==> src/rtl/core/heq_pkg.sv <==
// Shared constants, codes and request types for the histogram equalizer.
`default_nettype none
package heq_pkg;

    localparam int BINS       = 256;
    localparam int PIX_W      = 8;
    localparam int MODE_W     = 2;
    localparam int MAX_PIXELS = 4194304;
    localparam int CNT_W      = $clog2(MAX_PIXELS + 1);
    localparam int NUM_W      = CNT_W + PIX_W;
    localparam int STEP_W     = $clog2(PIX_W);

    typedef enum logic [MODE_W-1:0] {
        MODE_CLEAR = 2'd0,
        MODE_COUNT = 2'd1,
        MODE_MAP   = 2'd2
    } mode_t;

    typedef enum logic [3:0] {
        S_IDLE,
        S_CNT,
        S_BRD,
        S_BACC,
        S_BMUL,
        S_BDIV,
        S_MAPRQ,
        S_MAPRD,
        S_EMIT
    } state_t;

    typedef struct packed {
        logic             clr;
        logic             rd_en;
        logic [PIX_W-1:0] rd_addr;
        logic             wr_en;
        logic [PIX_W-1:0] wr_addr;
        logic [CNT_W-1:0] wr_data;
    } bin_req_t;

    typedef struct packed {
        logic             rd_en;
        logic [PIX_W-1:0] rd_addr;
        logic             wr_en;
        logic [PIX_W-1:0] wr_addr;
        logic [PIX_W-1:0] wr_data;
    } map_req_t;

endpackage
`default_nettype wire

==> src/rtl/core/heq_map_mem.sv <==
// Equalization lookup table memory.
`default_nettype none
module heq_map_mem (
    input  wire logic                      clk,
    input  wire heq_pkg::map_req_t         req,
    output logic [heq_pkg::PIX_W-1:0]      rd_data
);
    import heq_pkg::*;

    logic [PIX_W-1:0] mem [BINS];

    always_ff @(posedge clk)
    begin
        if (req.wr_en)
        begin
            mem[req.wr_addr] <= req.wr_data;
        end
        if (req.rd_en)
        begin
            rd_data <= mem[req.rd_addr];
        end
    end

endmodule
`default_nettype wire

==> config.mk <==
export PLATFORM = sky130hd
export DESIGN_NAME = heq_map_mem
export DESIGN_NICKNAME = d
export VERILOG_FILES = /design/src/rtl/core/heq_pkg.sv /design/src/rtl/core/heq_map_mem.sv
export SDC_FILE = /design/constraint.sdc
export NUM_CORES = 2
export LEC_CHECK = 0
export BUFFER_PORTS_ARGS = -buffer_cell sky130_fd_sc_hd__buf_2
export CORE_MARGIN = 5
export CORE_UTILIZATION = 45
export CTS_BUF_LIST = sky130_fd_sc_hd__clkbuf_4
export DETAILED_ROUTE_END_ITERATION = 8
export PLACE_DENSITY = 0.63
export REMOVE_ABC_BUFFERS = 1
export SLEW_MARGIN = 10
export SYNTH_ARGS = -nofsm -noshare
export SYNTH_HDL_FRONTEND = slang
export SYNTH_SLANG_ARGS = --single-unit
export TNS_END_PERCENT = 10
==> constraint.sdc <==
create_clock -name clk -period 6.76 [get_ports clk]
set_input_delay 0.676 -clock clk [delete_from_list [all_inputs] [get_ports clk]]
set_output_delay 0.676 -clock clk [all_outputs]
set_load 0.02 [all_outputs]
After elaboration in Yosys (flattened, before gate mapping)
Memories as Yosys holds them, arrays and structs flattened. A register that Yosys moved wholly into a read port is not among the register bits.
Cells that the tools add are included.
{ "totals": {"ram_bits": 2048, "memories": 1, "reg_bits": 0, "in_bits": 27} }
{ "op_classes": {"mux": 2} }
{ "memory_table": {"columns": ["name", "depth", "word_bits", "rd", "rd_ports_with_merged_regs", "wr", "line_no", "rtl"], "rows": [
  ["mem", 256, 8, 1, 1, 1, "heq_map_mem.sv:10", "logic [PIX_W-1:0] mem [BINS];"]
]} }
{ "op_table": {"columns": ["operator", "count"], "rows": [
  ["$mux 1", 2]
]} }

Longest topological paths before layout
{ "logic_depth": {"ltp_word": 2, "ltp_mapped": 11, "ltp_nobuf": 6} }

Least setup slack after synthesis
Ideal clock, no wire load.
{ "synth_timing": {"kind": "in2reg", "start": "in req[17] (netlist name)", "end": "reg rd_data[2] (netlist name), read port of mem, data pin", "path_buffers": 4, "t_required_ps": 6491, "cell_stages": 9, "slack_ps": 4008, "arrival_ps": 2483, "path_cell_list": "buf_6 > buf_12 > buf_8 > buf_2 > mux4_2 > a22oi_1 > a21oi_1 > nor4_1 > nor4_2"} }
{ "synth_rtl": {"columns": ["item", "line_no", "rtl"], "rows": [
  ["from (decl)", "heq_map_mem.sv:5", "input wire heq_pkg::map_req_t req,"],
  ["to (decl)", "heq_map_mem.sv:6", "output logic [heq_pkg::PIX_W-1:0] rd_data"]
]} }

Worst setup path after layout
{ "layout_timing": {"start": "in req[9] (netlist name)", "end": "mem mem[178][5] (enable)"} }
{ "layout_rtl": {"columns": ["item", "line_no"], "rows": [
  ["to (decl)", "heq_map_mem.sv:10"]
]} }
No word-level cell before the write port.

==> results.md <==
- Number of synthesized flops with an enable pin: 2056
- RD Place Congestion: about 0.82
- Die width: 431 um
- Arr. time, crit path: 4330 ps
- TNS Setup: 0 ps
- Met3 usage: under 10%
- Final clock period utilization by the worst path: between 50% and 60%
- Gate Count Post-Synth: 3733
- Max-slew headroom: 4.55%
- Filler cells: between 10000 and 15000
- Most common cell after layout, fill and taps aside: edfxtp_1
- Num rows: 154
- Vias in the first global route: 42200
- R2r setup slk: 3710 ps
- Fmax: 0.290 GHz
- H-tree Lvls: 6
- Final setup fails: 0
- Total Wirelength: 204 mm
- Port Buf Inserts: 34
- Total track usage: a little over a fifth
- Max-capacitance violation count: 0
- DR WL/cell: 29.6 um
- Most frequent cells in the layout: edfxtp_1, clkbuf_4, mux4_2
- CTS root buffer: clkbuf_4
- Clock transition at path regs: ~70 ps
- Vias per Instance: 5.97
- Via count: 41100
- Max rail drop VDD: 0.165 mV
- Element type at the critical path end: flip-flop
- Final clock skew: 89.8 ps
- Clock latency on the worst-skew pair: 1330 ps
- Die area: 185000 um2
- Synth warn: 0
- Leak Pwr: 28.0 nW
- Nets: 4229
- Beginning of the critical path: req[9]
- Flops & latches, synth: 2056
- I/O pins: 35
- DR iter-0 viols: around 4500
- Die height: about 430 um
- Synthesized area: 79600 um2
- Final Instance Area: 89000 um2
- Setup repair bufs after CTS: 0
- Core Area: 176000 um2
- Largest net degree at the start of global routing: 161
- Worst slew pin tran: about 1400 ps
- Initial antenna violation count: 11
- Final Hold Vio Count: 0
- WP data required: about 7700 ps
- Layout cell share with drive strength beyond 1: around a third
- Worst-case clock buffer depth: 4
- Largest cells by area after synthesis: edfxtp_1, mux4_2, mux2i_1
- Routed Antenna Nets: 0
- R2R Path Start: mem[61][7]
- Unrepaired setup endpoints after global routing: no
- Critical path fanouts, max: 10
- GRT met1 Usage: between 20% and 30%
- Crit path time final: ~3400 ps
- CTS Hold Bufs: 13
- GR peak layer: met2
- Yosys top cell area share: 77.5%
- Placed inst area: 82400 um2
- Synth cell types: 54
- CP Class: in -> reg
- Max Transition Viols Final: 0
- CTS tree: built
- CTS buffer count: 552
- Synthesized area per cell: 21.3 um2
- Min-Delay Path Class: in -> reg
- Post-CTS Resized: 0
- Post-DP HPWL: 119 mm
- Startpoint types: input port
- Initial core utilization: 45.2%
- Status: finished, final reports clean
- TritonCTS Sinks: between 2000 and 2500
- Area leader, netlist: edfxtp_1
- Grt ovf: 0
- Top FF cell, synth: edfxtp_1
- Met2 Usage GRT: 34.3%
- First-pass GRT wire length: 295 mm
- Seq/Total Area, Yosys: between 70 and 80%
- Router iterations before antenna repair: 5
- DRC viols: 0
- Hold Startpoint: req[8]
- Synth-to-Final Area Change: 11.7%
- FFs w/ async S/R, synth: 0%
- Pwr/cell area: approximately 290 nW/um2
-- flip-flops by register name, summed over array words and instances (netlist names) --
signal and flops:
mem 2048, rd_data 8
-- worst paths after layout --
kind,depth (start not counted),to
min reg2reg,5,rd_data[0]
max,6,mem[178][5]
min,3,mem[219][6]
max reg2reg,6,rd_data[7]
-- area by class of cell --
type	instances	area, um2	share of cell area (%)
inverters	2	7.51	0.00844
diodes	9	22.5	0.0253
clock buffers	802	6020	6.77
clock inverters	93	385	0.433
multi-input cells	1442	16500	18.6
well taps	2340	2930	3.29
flip-flops and latches	2056	61700	69.4
repair buffers	148	1330	1.49
-- cell usage after synthesis, types with 13 or more instances --
| cell | instances |
|---|---|
| a211oi_1 | 16 |
| nand3_1 | 34 |
| buf_1 | 22 |
| mux2i_1 | 134 |
| a22oi_1 | 133 |
| mux4_2 | 454 |
| a21oi_1 | 96 |
| buf_2 | 31 |
| o22ai_1 | 28 |
| clkbuf_1 | 111 |
| a221oi_1 | 13 |
| buf_8 | 13 |
| buf_6 | 21 |
| nor4_1 | 24 |
| nor2_1 | 282 |
| nor2b_1 | 31 |
| edfxtp_1 | 2056 |
| o221ai_1 | 46 |
| nor3_1 | 22 |
| nand2_1 | 33 |
| buf_4 | 27 |
-- power by group --
| group | switching, mW | internal [mW] | total (mW) |
|---|---|---|---|
| combinational | 0.853 | 0.422 | 1.27 |
| sequential | 0.0197 | 14.1 | 14.1 |
| clock | 4.89 | 5.42 | 10.3 |
-- kinds of logic (layout without fill, tap and decap cells) --
kind of cell,after synthesis,count (layout),share of synthesized area (%)
compound gates,385,385,3.42
buf+inv,235,1045,1.83
flops,2056,2056,77.5
mux,591,591,14.6
other cells,0,9,0
simple gates,466,466,2.63
-- stage by stage --
stage	std cells	setup WS (ps)	hold slack (ps)	util, %	power [mW]
after floorplan	3500	3590	775	-	14.8
after global placement	5973	1740	1100	46.8	15.6
after detailed placement	5975	1920	1140	46.8	15.6
after CTS	6883	3340	5.95	50.5	25.9
after global routing	6887	3210	64.5	50.5	26.7
final	6892	3310	120	50.5	25.7
-- layer usage --
metal | vias to the layer above | share of wire, %
met2 | 2143 | 48
met5 | - | 0.011
met4 | 4 | 3.1
li1 | 17000 | -
met1 | 21600 | 39
met3 | 389 | 8.9
-- worst max-delay path: stages --
cell and delay, ps:
dlygate4sd3_1 560, buf_2 230, nor2b_1 510, nand3_1 960, buf_4 580, nor2_1 790
No activity file was read; power rests on OpenSTA's default activity.
