==> src/rtl/core/heq_pkg.sv <==
// Shared constants, codes and request types for the histogram equalizer.
`default_nettype none
package heq_pkg;

    localparam int BINS       = 256;
    localparam int PIX_W      = 8;
    localparam int MODE_W     = 2;
    localparam int MAX_PIXELS = 4194304;
    localparam int CNT_W      = $clog2(MAX_PIXELS + 1);
    localparam int NUM_W      = CNT_W + PIX_W;
    localparam int STEP_W     = $clog2(PIX_W);

    typedef enum logic [MODE_W-1:0] {
        MODE_CLEAR = 2'd0,
        MODE_COUNT = 2'd1,
        MODE_MAP   = 2'd2
    } mode_t;

    typedef enum logic [3:0] {
        S_IDLE,
        S_CNT,
        S_BRD,
        S_BACC,
        S_BMUL,
        S_BDIV,
        S_MAPRQ,
        S_MAPRD,
        S_EMIT
    } state_t;

    typedef struct packed {
        logic             clr;
        logic             rd_en;
        logic [PIX_W-1:0] rd_addr;
        logic             wr_en;
        logic [PIX_W-1:0] wr_addr;
        logic [CNT_W-1:0] wr_data;
    } bin_req_t;

    typedef struct packed {
        logic             rd_en;
        logic [PIX_W-1:0] rd_addr;
        logic             wr_en;
        logic [PIX_W-1:0] wr_addr;
        logic [PIX_W-1:0] wr_data;
    } map_req_t;

endpackage
`default_nettype wire

==> src/rtl/core/heq_div.sv <==
// Restoring divider, one quotient bit per cycle; quotient known to fit PIX_W bits.
`default_nettype none
module heq_div (
    input  wire logic                      clk,
    input  wire logic                      rst_n,
    input  wire logic                      start,
    input  wire logic [heq_pkg::NUM_W-1:0] numer,
    input  wire logic [heq_pkg::CNT_W-1:0] denom,
    output logic                           done,
    output logic [heq_pkg::PIX_W-1:0]      quot
);
    import heq_pkg::*;

    logic              busy_reg;
    logic              done_reg;
    logic [STEP_W-1:0] step_reg;
    logic [NUM_W-1:0]  rem_reg;
    logic [NUM_W-1:0]  dsh_reg;
    logic [PIX_W-1:0]  quot_reg;
    logic              ge;

    assign ge = (rem_reg >= dsh_reg);

    always_ff @(posedge clk or negedge rst_n)
    begin
        if (!rst_n)
        begin
            busy_reg <= 1'b0;
            done_reg <= 1'b0;
            step_reg <= '0;
        end
        else
        begin
            done_reg <= busy_reg && (step_reg == '0);
            if (start)
            begin
                busy_reg <= 1'b1;
                step_reg <= STEP_W'(PIX_W - 1);
            end
            else if (busy_reg)
            begin
                step_reg <= step_reg - 1'b1;
                if (step_reg == '0)
                begin
                    busy_reg <= 1'b0;
                end
            end
        end
    end

    always_ff @(posedge clk)
    begin
        if (start)
        begin
            rem_reg  <= numer;
            dsh_reg  <= NUM_W'(denom) << (PIX_W - 1);
            quot_reg <= '0;
        end
        else if (busy_reg)
        begin
            if (ge)
            begin
                rem_reg <= rem_reg - dsh_reg;
            end
            dsh_reg  <= dsh_reg >> 1;
            quot_reg <= {quot_reg[PIX_W-2:0], ge};
        end
    end

    assign done = done_reg;
    assign quot = quot_reg;

endmodule
`default_nettype wire
==> config.mk <==
export PLATFORM = sky130hd
export DESIGN_NAME = heq_div
export DESIGN_NICKNAME = d
export VERILOG_FILES = /design/src/rtl/core/heq_pkg.sv /design/src/rtl/core/heq_div.sv
export SDC_FILE = /design/constraint.sdc
export NUM_CORES = 1
export LEC_CHECK = 0
export BUFFER_PORTS_ARGS = -buffer_cell sky130_fd_sc_hd__buf_4
export CORE_MARGIN = 2
export CORE_UTILIZATION = 29
export DETAILED_ROUTE_END_ITERATION = 7
export SYNTH_ARGS = -nofsm -noshare
export SYNTH_HDL_FRONTEND = slang
export SYNTH_SLANG_ARGS = --single-unit
==> constraint.sdc <==
create_clock -name clk -period 4.89 [get_ports clk]
set_input_delay 1.467 -clock clk [delete_from_list [all_inputs] [get_ports clk]]
set_output_delay 1.467 -clock clk [all_outputs]
set_load 0.02 [all_outputs]
Word-level counts from Yosys, hierarchy flattened

Index checks and enable logic that the tools add are counted.

Output and inout port bits: 9
Input port bits: 57
Register bits: 74
Logic and storage cells: 25

Add/subtract/negate cells: 2
Mux-type cells: 10
Reduce and logical (&&, ||, !) cells: 5
Magnitude comparators: 1

Operator list:

| kind                                             | number |
|---|---|
| 2-to-1 mux 31 bit                                | 3 |
| 2-to-1 mux 30 bit                                | 2 |
| >= comparator 31 x 30 -> 1 bit                   | 1 |
| subtractor 31 x 30 -> 31 bit                     | 1 |
| 2-to-1 mux 3 bit                                 | 2 |
| nonzero test 2 bit                               | 2 |
| logical NOT 3 bit                                | 1 |
| 2-to-1 mux 1 bit                                 | 3 |
| subtractor 3 x 1 -> 3 bit, second input constant | 1 |
| AND reduction 2 bit                              | 1 |
| logical AND 1 bit                                | 1 |

Longest topological paths before layout

Depth after elaboration: 4
Depth in mapped cells: 11
Gate-level depth less buffers: 11

Least setup slack after synthesis

Ideal clock, no wire load.

Kind: register to register
From: register rem_reg[1]
To: register rem_reg[0] (enable)
Clock period less this slack: 4238 ps
Setup slack: 652 ps
Arrival time: 3800 ps
Path buffers: 0
Setup time: 438 ps
Required time: 4452 ps
Cell stages (with the launch flop): 9
Cells stage by stage: edfxtp_1 ha_1 nor2b_1 o2111ai_1 a21oi_1 o21a_2 o21ai_2 or4b_4 a31oi_1

Longest elaborated chain between the ends: 3

RTL lines:

| item                           | RTL line      | text |
|---|---|---|
| start, declared                | heq_div.sv:17 | `logic [NUM_W-1:0] rem_reg;` |
| start signal, assigned         | heq_div.sv:55 | `rem_reg <= numer;` |
| start signal, assigned         | heq_div.sv:63 | `rem_reg <= rem_reg - dsh_reg;` |
| >= comparator 31 x 30 -> 1 bit | heq_div.sv:22 | `assign ge = (rem_reg >= dsh_reg);` |
| nonzero test 2 bit (no line)   | --            |  |
| AND reduction 2 bit (no line)  | --            |  |

No other way between the ends.
A chain may end at the register's enable or synchronous reset.

Final worst setup path

From: register rem_reg[1]
To: register rem_reg[18] (enable)

The elaborated chain is that of the path after synthesis.

==> results.py <==
metrics = {
    "logic_synthesis": {
        "synth_cell_types": 55,
        "synthCells": 565,
        "synth_flop_cell": "edfxtp_1",
        "synthTopCellsByCount": "nand2_1, o21ai_0, edfxtp_1",
        "yosys_register_bits": 74,
        "yosys_warnings": 0,
        "avgSynthCellArea_um2": 8.754,
        "synthTopCellsByArea": "edfxtp_1, ha_1, nand2_1, o21ai_0, dfxtp_1",
        "synth_area_um2": 4946,
        "synth_top_area_cell": "edfxtp_1",
        "synth_edf_count": 54,
        "synth-async-reset-ratio_pct": 6.757,
        "synth_top_area_share_pct": 32.79,
        "synth_most_common_cell": "nand2_1",
        "yosysSeqAreaShare_pct": 41.39,
        "syn-num-nets": 655,
    },
    "floorplanning": {
        "die_w_um": 134.6,
        "fp.dieArea_um2": 18120,
        "start_util_pct": 29.72,
        "core_um2": 16640,
        "die_h_um": 134.6,
        "placementRows": 47,
        "ios": 66,
    },
    "sta": {
        "timing.final.crit_period_ps": 3541,
        "slew_headroom_pct": 24.78,
        "setup_ws_ps": 1349,
        "drv_slew": 0,
        "skew_ps": 14.54,
        "worst_hold_slack_ps": 477.3,
        "period_share_pct": 72.42,
        "tns_ps": 0,
        "finalHoldViolations": 0,
        "rsz0062_at_grt": "false",
        "tightest_slew_ps": 1128,
        "timing.fmax_mhz": 282.4,
        "setup_viol": 0,
    },
    "grt": {
        "grt.overflow.total": 0,
        "grt.busiest_layer": "met2",
        "met3_usage_pct": 3.604,
        "use_met1_pct": 19.12,
        "grt_pass1_vias": 3975,
        "grt_max_degree": 81,
        "track_usage_pct": 13.93,
        "use_met2_pct": 21.94,
        "antenna_found_initial": 0,
        "grt_first_pass_wirelength_mm": 19.87,
    },
    "clock_tree": {
        "numCtsBuffers": 9,
        "clk_path_buf_depth": 2,
        "cts_root_buf": "clkbuf_16",
        "clock_sinks": 74,
        "cts.clk_slew.worst_paths_ps": 60,
        "post_cts_buffers": 0,
        "ctsHoldBuffers": 0,
        "clock_latency_ps": 360,
        "htree_levels": 3,
        "cts_resized": 0,
        "cts_tree": "done",
    },
    "worst_setup_path": {
        "path_max_fanout": 31,
        "cp-start-kind": "register",
        "crit_arrival_ps": 3500,
        "critPathKind": "register to register",
        "crit_required_ps": 4850,
        "end_kind": "register",
    },
    "finish": {
        "syn_to_final_growth_pct": 20.01,
        "nets": 700,
        "finish.instance_area_um2": 5936,
        "largest_reg_flops": 31,
        "nFillCells": 1757,
        "drive_gt1_share_pct": 16.26,
        "fin_util_pct": 35.67,
        "antenna_cells": 0,
    },
    "placed_design": {
        "place_ws_ps": 1303,
        "hpwlAfterDp_mm": 8.695,
        "place_area_um2": 5602,
        "port_buffers": 65,
        "gp_congestion": 0.8669,
    },
    "detailed_routing": {
        "num_vias": 4011,
        "viasPerCell": 4.804,
        "ant_nets": 0,
        "drc": 0,
        "drt_iter0_markers": 263,
        "drt-pass1-iter-count": 4,
        "routed_wl_mm": 11.89,
        "avgRoutedWirePerCell_um": 14.23,
    },
    "pwr": {
        "leakage_uw": 0.002581,
        "powerDensity_nw_per_um2": 590.3,
        "max-vdd-ir-drop_mv": 0.2378,
    },
    "outcome": {
        "status": "completed",
    },
    "hold_path": {
        "hold_path.class": "register to register",
    },
    "flow_run": {
        "maxCapViolCount": 0,
    },
}
[where the power goes]
| group | total (uW) | switching (uW) | internal, uW |
|---|---|---|---|
| Clock | 761 | 266 | 496 |
| Combinational | 1770 | 1040 | 734 |
| Sequential | 969 | 65.1 | 904 |
[critical path, stage by stage, from the launching register on]
cell	delay (ps)
edfxtp_1	420
ha_1	320
nor2b_1	170
o2111ai_1	210
a21oi_1	260
o21a_2	220
o21ai_2	80
or4b_4	550
a31oi_4	920
[through the flow]
step	total power, uW	std cells
3_3_place_gp	2729	819
4_1_cts	3526	835
5_1_grt	3805	835
2_1_floorplan	2351	565
3_5_place_dp	2751	819
6_report	3504	835
[metal layers]
metal	vias to the layer above	share of wire (%)
met4	0	1.5
met5	-	0
met1	1854	50
met2	75	46
met3	9	3.4
li1	2073	-
[cells by family (layout without fill, tap and decap cells)]
family / count (synthesis) / in the layout / synth area share (%)
DFF: 74 / 74 / 41.39
muxes: 19 / 19 / 3.946
AOI/OAI and AO/OA: 157 / 157 / 19.23
and+or+nand+nor: 180 / 180 / 16.16
buffers and inverters: 75 / 125 / 5.995
adders and majority gates: 33 / 33 / 8.500
xor gates and xnor gates: 27 / 27 / 4.781
[final timing paths]
check / from / end / slack, ps / depth (start not counted)
setup / recovery: rem_reg[1] / rem_reg[18] / 1350 / 8
hold / removal: step_reg[2] / done / 480 / 1
setup reg to reg: rem_reg[1] / rem_reg[18] / 1350 / 8
hold reg to reg: step_reg[2] / done / 480 / 1
max in group asynchronous: rst_n / busy_reg / 3850 / 1
min in group asynchronous: rst_n / step_reg[0] / 910 / 1
[placed cells by master, fill, tap and decap left out, types with 3 or more instances in the layout]
master	count
a21o_1	10
a21oi_1	34
a31oi_1	7
and3_1	3
buf_4	67
bufinv_16	3
clkbuf_16	9
clkinv_2	3
dfrtp_1	4
dfxtp_1	15
edfxtp_1	54
ha_1	32
inv_1	42
mux2_2	4
mux2i_1	15
nand2_1	101
nand2_2	3
nand4_1	11
nor2_1	37
nor2b_1	4
nor3_1	5
nor3b_1	3
o211ai_1	5
o21ai_0	65
o21bai_1	9
or3_1	3
xnor2_1	19
xor2_1	8
[cell type report]
class	count	area, um2	area share [%]
multi-input cells	416	2618	44.10
flip-flops and latches	74	2048	34.51
repair buffers	67	503.0	8.474
well taps	220	275.3	4.637
clock buffers	10	229.0	3.858
inverters	42	157.7	2.656
clock inverters	6	105.1	1.771
(Power assumes the default switching activity.)
